File: src/lsi_pkg.sv
// Shared types and constants for the line segment intersection pipeline.
// No dependencies; every other file imports this package.
package lsi_pkg;

  // Coordinate width and the derived datapath widths
  localparam int COORD_BITS = 16;
  localparam int DIFF_BITS  = COORD_BITS + 1;       // endpoint differences
  localparam int PROD_BITS  = 2 * DIFF_BITS;        // signed cross terms
  localparam int DEN_BITS   = 2 * COORD_BITS + 1;   // |den|, and tn when in range
  localparam int LO_BITS    = COORD_BITS + 1;       // low slice of tn for partials
  localparam int HI_BITS    = DEN_BITS - LO_BITS;   // high slice of tn
  localparam int DVD_BITS   = DEN_BITS + COORD_BITS; // tn * |b|
  localparam int RES_BITS   = COORD_BITS + 2;       // final point arithmetic

  typedef enum logic [1:0] {
    ST_HIT   = 2'd0,
    ST_PAR   = 2'd1,
    ST_OUT_T = 2'd2,
    ST_OUT_U = 2'd3
  } status_t;

  typedef struct packed {
    logic signed [COORD_BITS-1:0] first_start_x;
    logic signed [COORD_BITS-1:0] first_start_y;
    logic signed [COORD_BITS-1:0] first_end_x;
    logic signed [COORD_BITS-1:0] first_end_y;
    logic signed [COORD_BITS-1:0] second_start_x;
    logic signed [COORD_BITS-1:0] second_start_y;
    logic signed [COORD_BITS-1:0] second_end_x;
    logic signed [COORD_BITS-1:0] second_end_y;
  } in_item_t;

  typedef struct packed {
    status_t                      status;
    logic signed [COORD_BITS-1:0] cross_x;
    logic signed [COORD_BITS-1:0] cross_y;
  } out_item_t;

  // Front end result: sign-normalized den, tn, un and the segment one terms
  typedef struct packed {
    logic signed [PROD_BITS-1:0]  den;
    logic signed [PROD_BITS-1:0]  tn;
    logic signed [PROD_BITS-1:0]  un;
    logic                         par;
    logic signed [COORD_BITS-1:0] ax;
    logic signed [COORD_BITS-1:0] ay;
    logic [COORD_BITS-1:0]        bx_mag;
    logic [COORD_BITS-1:0]        by_mag;
    logic                         bx_neg;
    logic                         by_neg;
  } front_t;

  // Sideband that rides alongside the dividers
  typedef struct packed {
    status_t                      status;
    logic signed [COORD_BITS-1:0] ax;
    logic signed [COORD_BITS-1:0] ay;
    logic                         bx_neg;
    logic                         by_neg;
  } side_t;

endpackage

File: src/lsi_div.sv
// Pipelined restoring divider, one quotient bit per stage.
// Quotient is known to fit COORD_BITS. Depends on lsi_pkg.
module lsi_div import lsi_pkg::*; (
  input  logic                  clk,
  input  logic                  en,
  input  logic [DVD_BITS-1:0]   dvd,
  input  logic [DEN_BITS-1:0]   den,
  output logic [COORD_BITS-1:0] quot,
  output logic                  frac
);

  logic [DEN_BITS-1:0]   rem_r [COORD_BITS];
  logic [DEN_BITS-1:0]   den_r [COORD_BITS];
  logic [COORD_BITS-1:0] lo_r  [COORD_BITS];
  logic [COORD_BITS-1:0] q_r   [COORD_BITS];

  for (genvar k = 0; k < COORD_BITS; k++) begin : g_stage
    logic [DEN_BITS:0]     trial;
    logic [DEN_BITS:0]     diff;
    logic [DEN_BITS-1:0]   den_in;
    logic [COORD_BITS-1:0] lo_in;
    logic [COORD_BITS-1:0] q_in;
    logic                  ge;

    // Stage inputs: first stage takes the upper dividend as partial remainder
    if (k == 0) begin : g_first
      assign trial  = {dvd[DVD_BITS-1:COORD_BITS], dvd[COORD_BITS-1]};
      assign den_in = den;
      assign lo_in  = dvd[COORD_BITS-1:0];
      assign q_in   = '0;
    end else begin : g_next
      assign trial  = {rem_r[k-1], lo_r[k-1][COORD_BITS-1]};
      assign den_in = den_r[k-1];
      assign lo_in  = lo_r[k-1];
      assign q_in   = q_r[k-1];
    end

    assign diff = trial - {1'b0, den_in};
    assign ge   = ~diff[DEN_BITS];

    always_ff @(posedge clk) begin
      if (en) begin
        rem_r[k] <= ge ? diff[DEN_BITS-1:0] : trial[DEN_BITS-1:0];
        den_r[k] <= den_in;
        lo_r[k]  <= {lo_in[COORD_BITS-2:0], 1'b0};
        q_r[k]   <= {q_in[COORD_BITS-2:0], ge};
      end
    end
  end

  assign quot = q_r[COORD_BITS-1];
  assign frac = (rem_r[COORD_BITS-1] != '0);

endmodule

File: config.mk
export PLATFORM = sky130hd
export DESIGN_NAME = lsi_div
export DESIGN_NICKNAME = d
export VERILOG_FILES = /design/src/lsi_pkg.sv /design/src/lsi_div.sv
export SDC_FILE = /design/constraint.sdc
export NUM_CORES = 2
export LEC_CHECK = 0
export BUFFER_PORTS_ARGS = -buffer_cell sky130_fd_sc_hd__buf_2
export CAP_MARGIN = 5
export CORE_MARGIN = 3
export CORE_UTILIZATION = 54
export CTS_BUF_LIST = sky130_fd_sc_hd__clkbuf_4 sky130_fd_sc_hd__clkbuf_8
export CTS_CLUSTER_SIZE = 20
export DETAILED_ROUTE_END_ITERATION = 12
export GPL_TIMING_DRIVEN = 0
export PLACE_DENSITY = 0.66
export SYNTH_ARGS = -nofsm -noshare
export SYNTH_HDL_FRONTEND = slang
export SYNTH_SLANG_ARGS = --single-unit
File: constraint.sdc
create_clock -name clk -period 4.7 [get_ports clk]
set_input_delay 1.41 -clock clk [delete_from_list [all_inputs] [get_ports clk]]
set_output_delay 1.41 -clock clk [all_outputs]
set_load 0.02 [all_outputs]
# Yosys cells after proc, flatten, opt, wreduce, memory -nomap -nowiden
# Memory sizes are Yosys's and may differ from the RTL's.
# Cells that the tools add are included.
[word_totals]
register_bits = 0
ramBits = 1552
out_inout_bits = 17
word_cells = 55
mem_count = 4
[memory_table]
columns = ["memory", "words", "width", "read_ports", "rd_ports_with_merged_regs", "wr", "line", "text"]
rows = [
  ["den_r", 16, 33, 15, 0, 16, "lsi_div.sv:13", "logic [DEN_BITS-1:0] den_r [COORD_BITS];"],
  ["rem_r", 16, 33, 16, 0, 16, "lsi_div.sv:12", "logic [DEN_BITS-1:0] rem_r [COORD_BITS];"],
  ["q_r", 16, 16, 16, 0, 16, "lsi_div.sv:15", "logic [COORD_BITS-1:0] q_r [COORD_BITS];"],
  ["lo_r", 16, 15, 15, 0, 16, "lsi_div.sv:14", "logic [COORD_BITS-1:0] lo_r [COORD_BITS];"],
]
[op_classes]
addsub = 16
muxes = 18
bitwise_logic = 16
n_reduce_logical = 1
[ops]
columns = ["operator", "count"]
rows = [
  ["$sub 34x33->34", 16],
  ["$mux 33", 16],
  ["$reduce_bool 33->1", 1],
  ["$not 1->1", 16],
  ["$mux 1", 2],
]

# Longest topological paths before layout
# An unclocked memory read counts as a cell.
[logic_depth]
word_depth = 3
ltp_mapped = 15
ltp_nobuf = 13

# Worst setup path before layout
# OpenSTA, ideal clock, no wires.
[synth_timing]
path_type = "input-to-reg"
startpoint = "input port den[1]"
endpoint = "memory rem_r[0][13] (netlist name) (data pin)"
setup_ps = 260
t_arrival_ps = 4011
t_required_ps = 4440
setup_slack_ps = 430
path_stages = 12
path_cell_list = "inv_1 > ha_1 > nor2b_1 > o21a_1 > o21a_1 > o21a_1 > o31ai_2 > o21a_1 > o21ai_0 > o311ai_1 > buf_2 > mux2_2"
[synth_rtl]
columns = ["element", "line", "text"]
rows = [
  ["start: declaration", "lsi_div.sv:7", "input logic [DEN_BITS-1:0] den,"],
  ["end: declaration", "lsi_div.sv:12", ""],
]

==> metrics.txt <==
# TYPE chip_impl_metric gauge
chip_impl_metric{name="netlist_area",unit="um^2"} 72900
chip_impl_metric{name="slew_headroom",unit="%"} 39.5
chip_impl_metric{name="post_route_cells_drive_above_1_share",unit="%"} 14.4
chip_impl_metric{name="edff_count_synth",unit=""} 1279
chip_impl_metric{name="drt-vias-per-instance",unit=""} 5.55
chip_impl_metric{name="first_pass_iters",unit=""} 8
chip_impl_info{name="cts-root-buf",value="sky130_fd_sc_hd__clkbuf_8"} 1
chip_impl_metric{name="p_total",unit="uW"} 58800
chip_impl_metric{name="cts_num_sinks",unit=""} 1279
chip_impl_metric{name="fp.dieArea",unit="um^2"} 139000
chip_impl_metric{name="ff_latch_area",unit="um^2"} 38400
chip_impl_metric{name="wl_per_cell",unit="um"} 17.8
chip_impl_info{name="r2r_start",value="lo_r[1][104]$_DFFE_PP_"} 1
chip_impl_metric{name="synthSimpleGateAreaFrac",unit="%"} 7.86
chip_impl_metric{name="core-area",unit="um^2"} 134000
chip_impl_metric{name="dpl.hpwl",unit="um"} 116000
chip_impl_metric{name="final_max_slew_viol_count",unit=""} 0
chip_impl_metric{name="clock_pin_transition_on_the_worst_setup_and_hold_timing_paths",unit="ns"} 0.06
chip_impl_metric{name="detail_route.iter0.violations",unit=""} 2132
chip_impl_metric{name="synthDominantCellAreaShare",unit="%"} 52.7
chip_impl_metric{name="ys_warn_count",unit=""} 0
chip_impl_metric{name="number_of_global_route_vias_before_repair",unit=""} 49748
chip_impl_metric{name="grt.overflow.total",unit=""} 0
chip_impl_metric{name="powerDensity",unit="nW/um^2"} 730
chip_impl_metric{name="groute.usage.overall",unit="%"} 21.7
chip_impl_metric{name="yosysSeqAreaShare",unit="%"} 52.7
chip_impl_metric{name="avg_inst_size_synth",unit="um^2"} 11.7
chip_impl_info{name="cp-startpoint",value="lo_r[1][104]$_DFFE_PP_"} 1
chip_impl_metric{name="setup_viol",unit=""} 0
chip_impl_info{name="cp_common_cell",value="sky130_fd_sc_hd__o21ai_0"} 1
chip_impl_metric{name="crit_path_max_incr_delay",unit="ns"} 0.75
chip_impl_metric{name="critical_path_peak_fanout",unit=""} 4
chip_impl_metric{name="synth_cells",unit=""} 6214
chip_impl_metric{name="cp.buffers_inverters",unit=""} 1
chip_impl_info{name="synth_top_family_by_area",value="compound AO/OA/AOI/OAI gates"} 1
chip_impl_metric{name="layout-area-overhead-vs-synth",unit="%"} 10.5
chip_impl_metric{name="grt_pass1_wl",unit="um"} 243000
chip_impl_metric{name="numCtsBuffers",unit=""} 214
chip_impl_metric{name="top_level_ports",unit=""} 101
chip_impl_metric{name="max-clock-path-buffers",unit=""} 3
chip_impl_metric{name="total_leakage_power",unit="uW"} 0.0336
chip_impl_metric{name="synth.ff_latch_count",unit=""} 1279
chip_impl_info{name="outcome",value="finished, final reports clean"} 1
chip_impl_info{name="worstSetupPathType",value="flop to flop"} 1
chip_impl_metric{name="place_inst",unit=""} 8096
chip_impl_metric{name="final.period_utilization",unit="%"} 98.0
chip_impl_metric{name="async_flop_share",unit="%"} 0
chip_impl_info{name="rsz0062_at_grt",value="no"} 1
chip_impl_metric{name="post_route_insts_no_fill",unit=""} 8492
chip_impl_info{name="library_cell_with_the_largest_summed_area_after_synthesis",value="sky130_fd_sc_hd__edfxtp_1"} 1
chip_impl_metric{name="layout_setup_ws",unit="ns"} 0.0934
chip_impl_metric{name="route.final.wire_length",unit="um"} 152000
chip_impl_metric{name="numPortBuffers",unit=""} 100
chip_impl_metric{name="synthAdderAreaFrac",unit="%"} 9.51
chip_impl_info{name="synth_ff_type",value="sky130_fd_sc_hd__edfxtp_1"} 1
chip_impl_info{name="commonest_cells_after_routing_fill_and_taps_aside",value="1279 x sky130_fd_sc_hd__edfxtp_1, 657 x sky130_fd_sc_hd__inv_1, 528 x sky130_fd_sc_hd__ha_1"} 1
chip_impl_metric{name="synthXorXnorAreaFrac",unit="%"} 5.34
chip_impl_metric{name="place_ws",unit="ns"} -1.53
chip_impl_info{name="holdCritPathClass",value="flop to flop"} 1
chip_impl_metric{name="ctsHtreeMaxLevel",unit=""} 4
chip_impl_metric{name="floorplan.rows",unit=""} 134
chip_impl_metric{name="die_h",unit="um"} 373
chip_impl_info{name="synth_top_cells_by_area",value="sky130_fd_sc_hd__edfxtp_1 53%, sky130_fd_sc_hd__ha_1 9.1%, sky130_fd_sc_hd__mux2_2 5.6%, sky130_fd_sc_hd__inv_1 3.4%, sky130_fd_sc_hd__xnor2_1 3.2%"} 1
chip_impl_metric{name="clock_latency",unit="ns"} 0.92
chip_impl_metric{name="timing.fmax",unit="MHz"} 217
chip_impl_metric{name="grt_start_max_net_pins",unit=""} 175
chip_impl_metric{name="routabilityCongestion",unit=""} 0.931
chip_impl_metric{name="worst_ep_required_time",unit="ns"} 5.34
chip_impl_metric{name="initial_utilization",unit="%"} 54.5
chip_impl_metric{name="worst_ir_drop_vdd",unit="mV"} 0.352
chip_impl_metric{name="finalInstanceArea",unit="um^2"} 80500
chip_impl_metric{name="post-route-drc-count",unit=""} 0
chip_impl_info{name="cts_tree",value="built"} 1
chip_impl_metric{name="cap_viol_max_count",unit=""} 0
chip_impl_metric{name="number_of_antenna_violations_at_the_first_check_in_global_routing",unit=""} 1
chip_impl_metric{name="cts_hold_buffers",unit=""} 0
chip_impl_metric{name="worstPathArrival",unit="ns"} 5.25
chip_impl_info{name="startpoint_type",value="flop"} 1
chip_impl_info{name="crit_family",value="compound AO/OA/AOI/OAI gates"} 1
chip_impl_metric{name="synth-compound-area-share",unit="%"} 14.0
chip_impl_metric{name="finalClockSkew",unit="ns"} 0.0506
chip_impl_metric{name="synth.distinct_cells",unit=""} 94
chip_impl_info{name="layout_commonest_cell",value="sky130_fd_sc_hd__edfxtp_1"} 1
chip_impl_metric{name="dr_total_vias",unit=""} 47147
chip_impl_metric{name="layout.filler_cells",unit=""} 10815
chip_impl_metric{name="ant_nets",unit=""} 0
chip_impl_metric{name="layout.nets",unit=""} 7185
chip_impl_info{name="critical_path.endpoint_type",value="flop"} 1
chip_impl_metric{name="final-hold-violation-count",unit=""} 0
chip_impl_metric{name="worstMarginPinSlew",unit="ns"} 0.903
chip_impl_metric{name="placed_cell_area",unit="um^2"} 75900
chip_impl_metric{name="mappedNetlistNets",unit=""} 6842
chip_impl_info{name="crit_slowest_cell",value="sky130_fd_sc_hd__a2111oi_1"} 1
chip_impl_metric{name="multi_input_area",unit="um^2"} 31700
chip_impl_metric{name="muxShareOfSynthArea",unit="%"} 6.47
chip_impl_metric{name="finalWorstPathRequiredPeriod",unit="ns"} 4.61
chip_impl_metric{name="die-width",unit="um"} 373
chip_impl_info{name="series_of_cell_instances_along_the_critical_path",value="inv_1 > ha_1 > fa_1 > nor2b_1 > o31ai_1 > a2111oi_1 > o2111ai_1 > a41oi_1 > and3_1 > a21oi_1 > o21ai_0 > xnor2_1 > o21ai_0"} 1
chip_impl_info{name="hold_path.startpoint",value="q_r[1][48]$_DFFE_PP_"} 1
## worst reg2reg max path: cells and delay by family (launching register included)
kind | cells | cell delay [ns]
AOI/OAI and AO/OA | 7 | 2.26
xor gates and xnor gates | 1 | 0.23
adders and majority gates | 2 | 0.65
buffers and inverters | 1 | 0.11
DFF | 1 | 0.62
and+or+nand+nor | 2 | 0.47
## state kept, by name, summed over array words and instances (netlist names)
| name | cells |
|---|---|
| den_r | 495 |
| q_r | 136 |
| rem_r | 528 |
| lo_r | 120 |
## repair_timing
| action | 4_1_cts | 5_1_grt |
|---|---|---|
| gates cloned | 2 | 1 |
| setup buffers | 7 | 3 |
| pin swaps | 3 | 3 |
| endpoints found under the setup margin | 412 | 229 |
| resized for setup | 40 | 17 |
## per-layer routing
layer | GRT usage (%) | up-vias | part of all wire (%)
li1 | - | 23618 | -
met1 | 19.2 | 22159 | 34
met2 | 44.2 | 897 | 56
met3 | 3.10 | 473 | 2.9
met4 | 14.8 | 0 | 7.2
met5 | 0 | - | 0
## synth_stat cells (all sizes together) (18+ instances only)
master,number
and3,67
or2,18
inv,657
nand4,44
nand2b,70
o21a,90
a211oi,49
nand3,96
ha,528
nor4,22
edfxtp,1279
clkbuf,70
o21ai,341
a21oi,415
mux2,385
o21bai,56
xnor2,271
a21o,294
o211ai,20
nor2,285
xor2,170
o31ai,44
buf,53
nand2,355
nor3,65
a2111oi,20
nor2b,69
a31oi,52
mux2i,38
and2,21
## final timing paths
check,to,slack [ns],cells after the start
min,q_r[1][65]$_DFFE_PP_,0.39,0
min reg2reg,q_r[1][65]$_DFFE_PP_,0.39,0
max,rem_r[15][32]$_DFFE_PP_,0.09,13
max reg2reg,rem_r[15][32]$_DFFE_PP_,0.09,13
## cells by family (layout without fill, tap and decap cells)
family,count (synthesis),in the layout
muxes,423,423
DFF,1279,1279
other,0,1
buffers and inverters,780,1289
xor gates and xnor gates,441,441
and+or+nand+nor,1186,1186
AOI/OAI and AO/OA,1561,1561
adders and majority gates,544,544
## report_power, final
group | total, uW | leakage, uW | internal [uW] | switching [uW]
clock | 9680 | 0.00223 | 5200 | 4480
combinational | 30100 | 0.0188 | 13800 | 16300
sequential | 19000 | 0.0125 | 17400 | 1530
## final cells by class
type / instances / area share [%]
timing repair buffer: 127 / 1.22
tap: 1768 / 2.75
sequential: 1279 / 47.7
antenna: 1 / 0.00311
multi-input combinational: 4155 / 39.3
clock inverter: 100 / 0.929
buffer: 123 / 0.732
clock buffer: 282 / 4.29
inverter: 657 / 3.06
## per-stage QoR
step	util (%)	hold slack [ns]	TNS (ns)
after global routing	60.2	0.406	0
final	60.2	0.394	0
after detailed placement	56.7	0.405	-618.90
after global placement	56.5	0.400	-
after floorplan	-	0.400	0
after CTS	60.1	0.396	0
No activity file was read; power rests on OpenSTA's default activity.
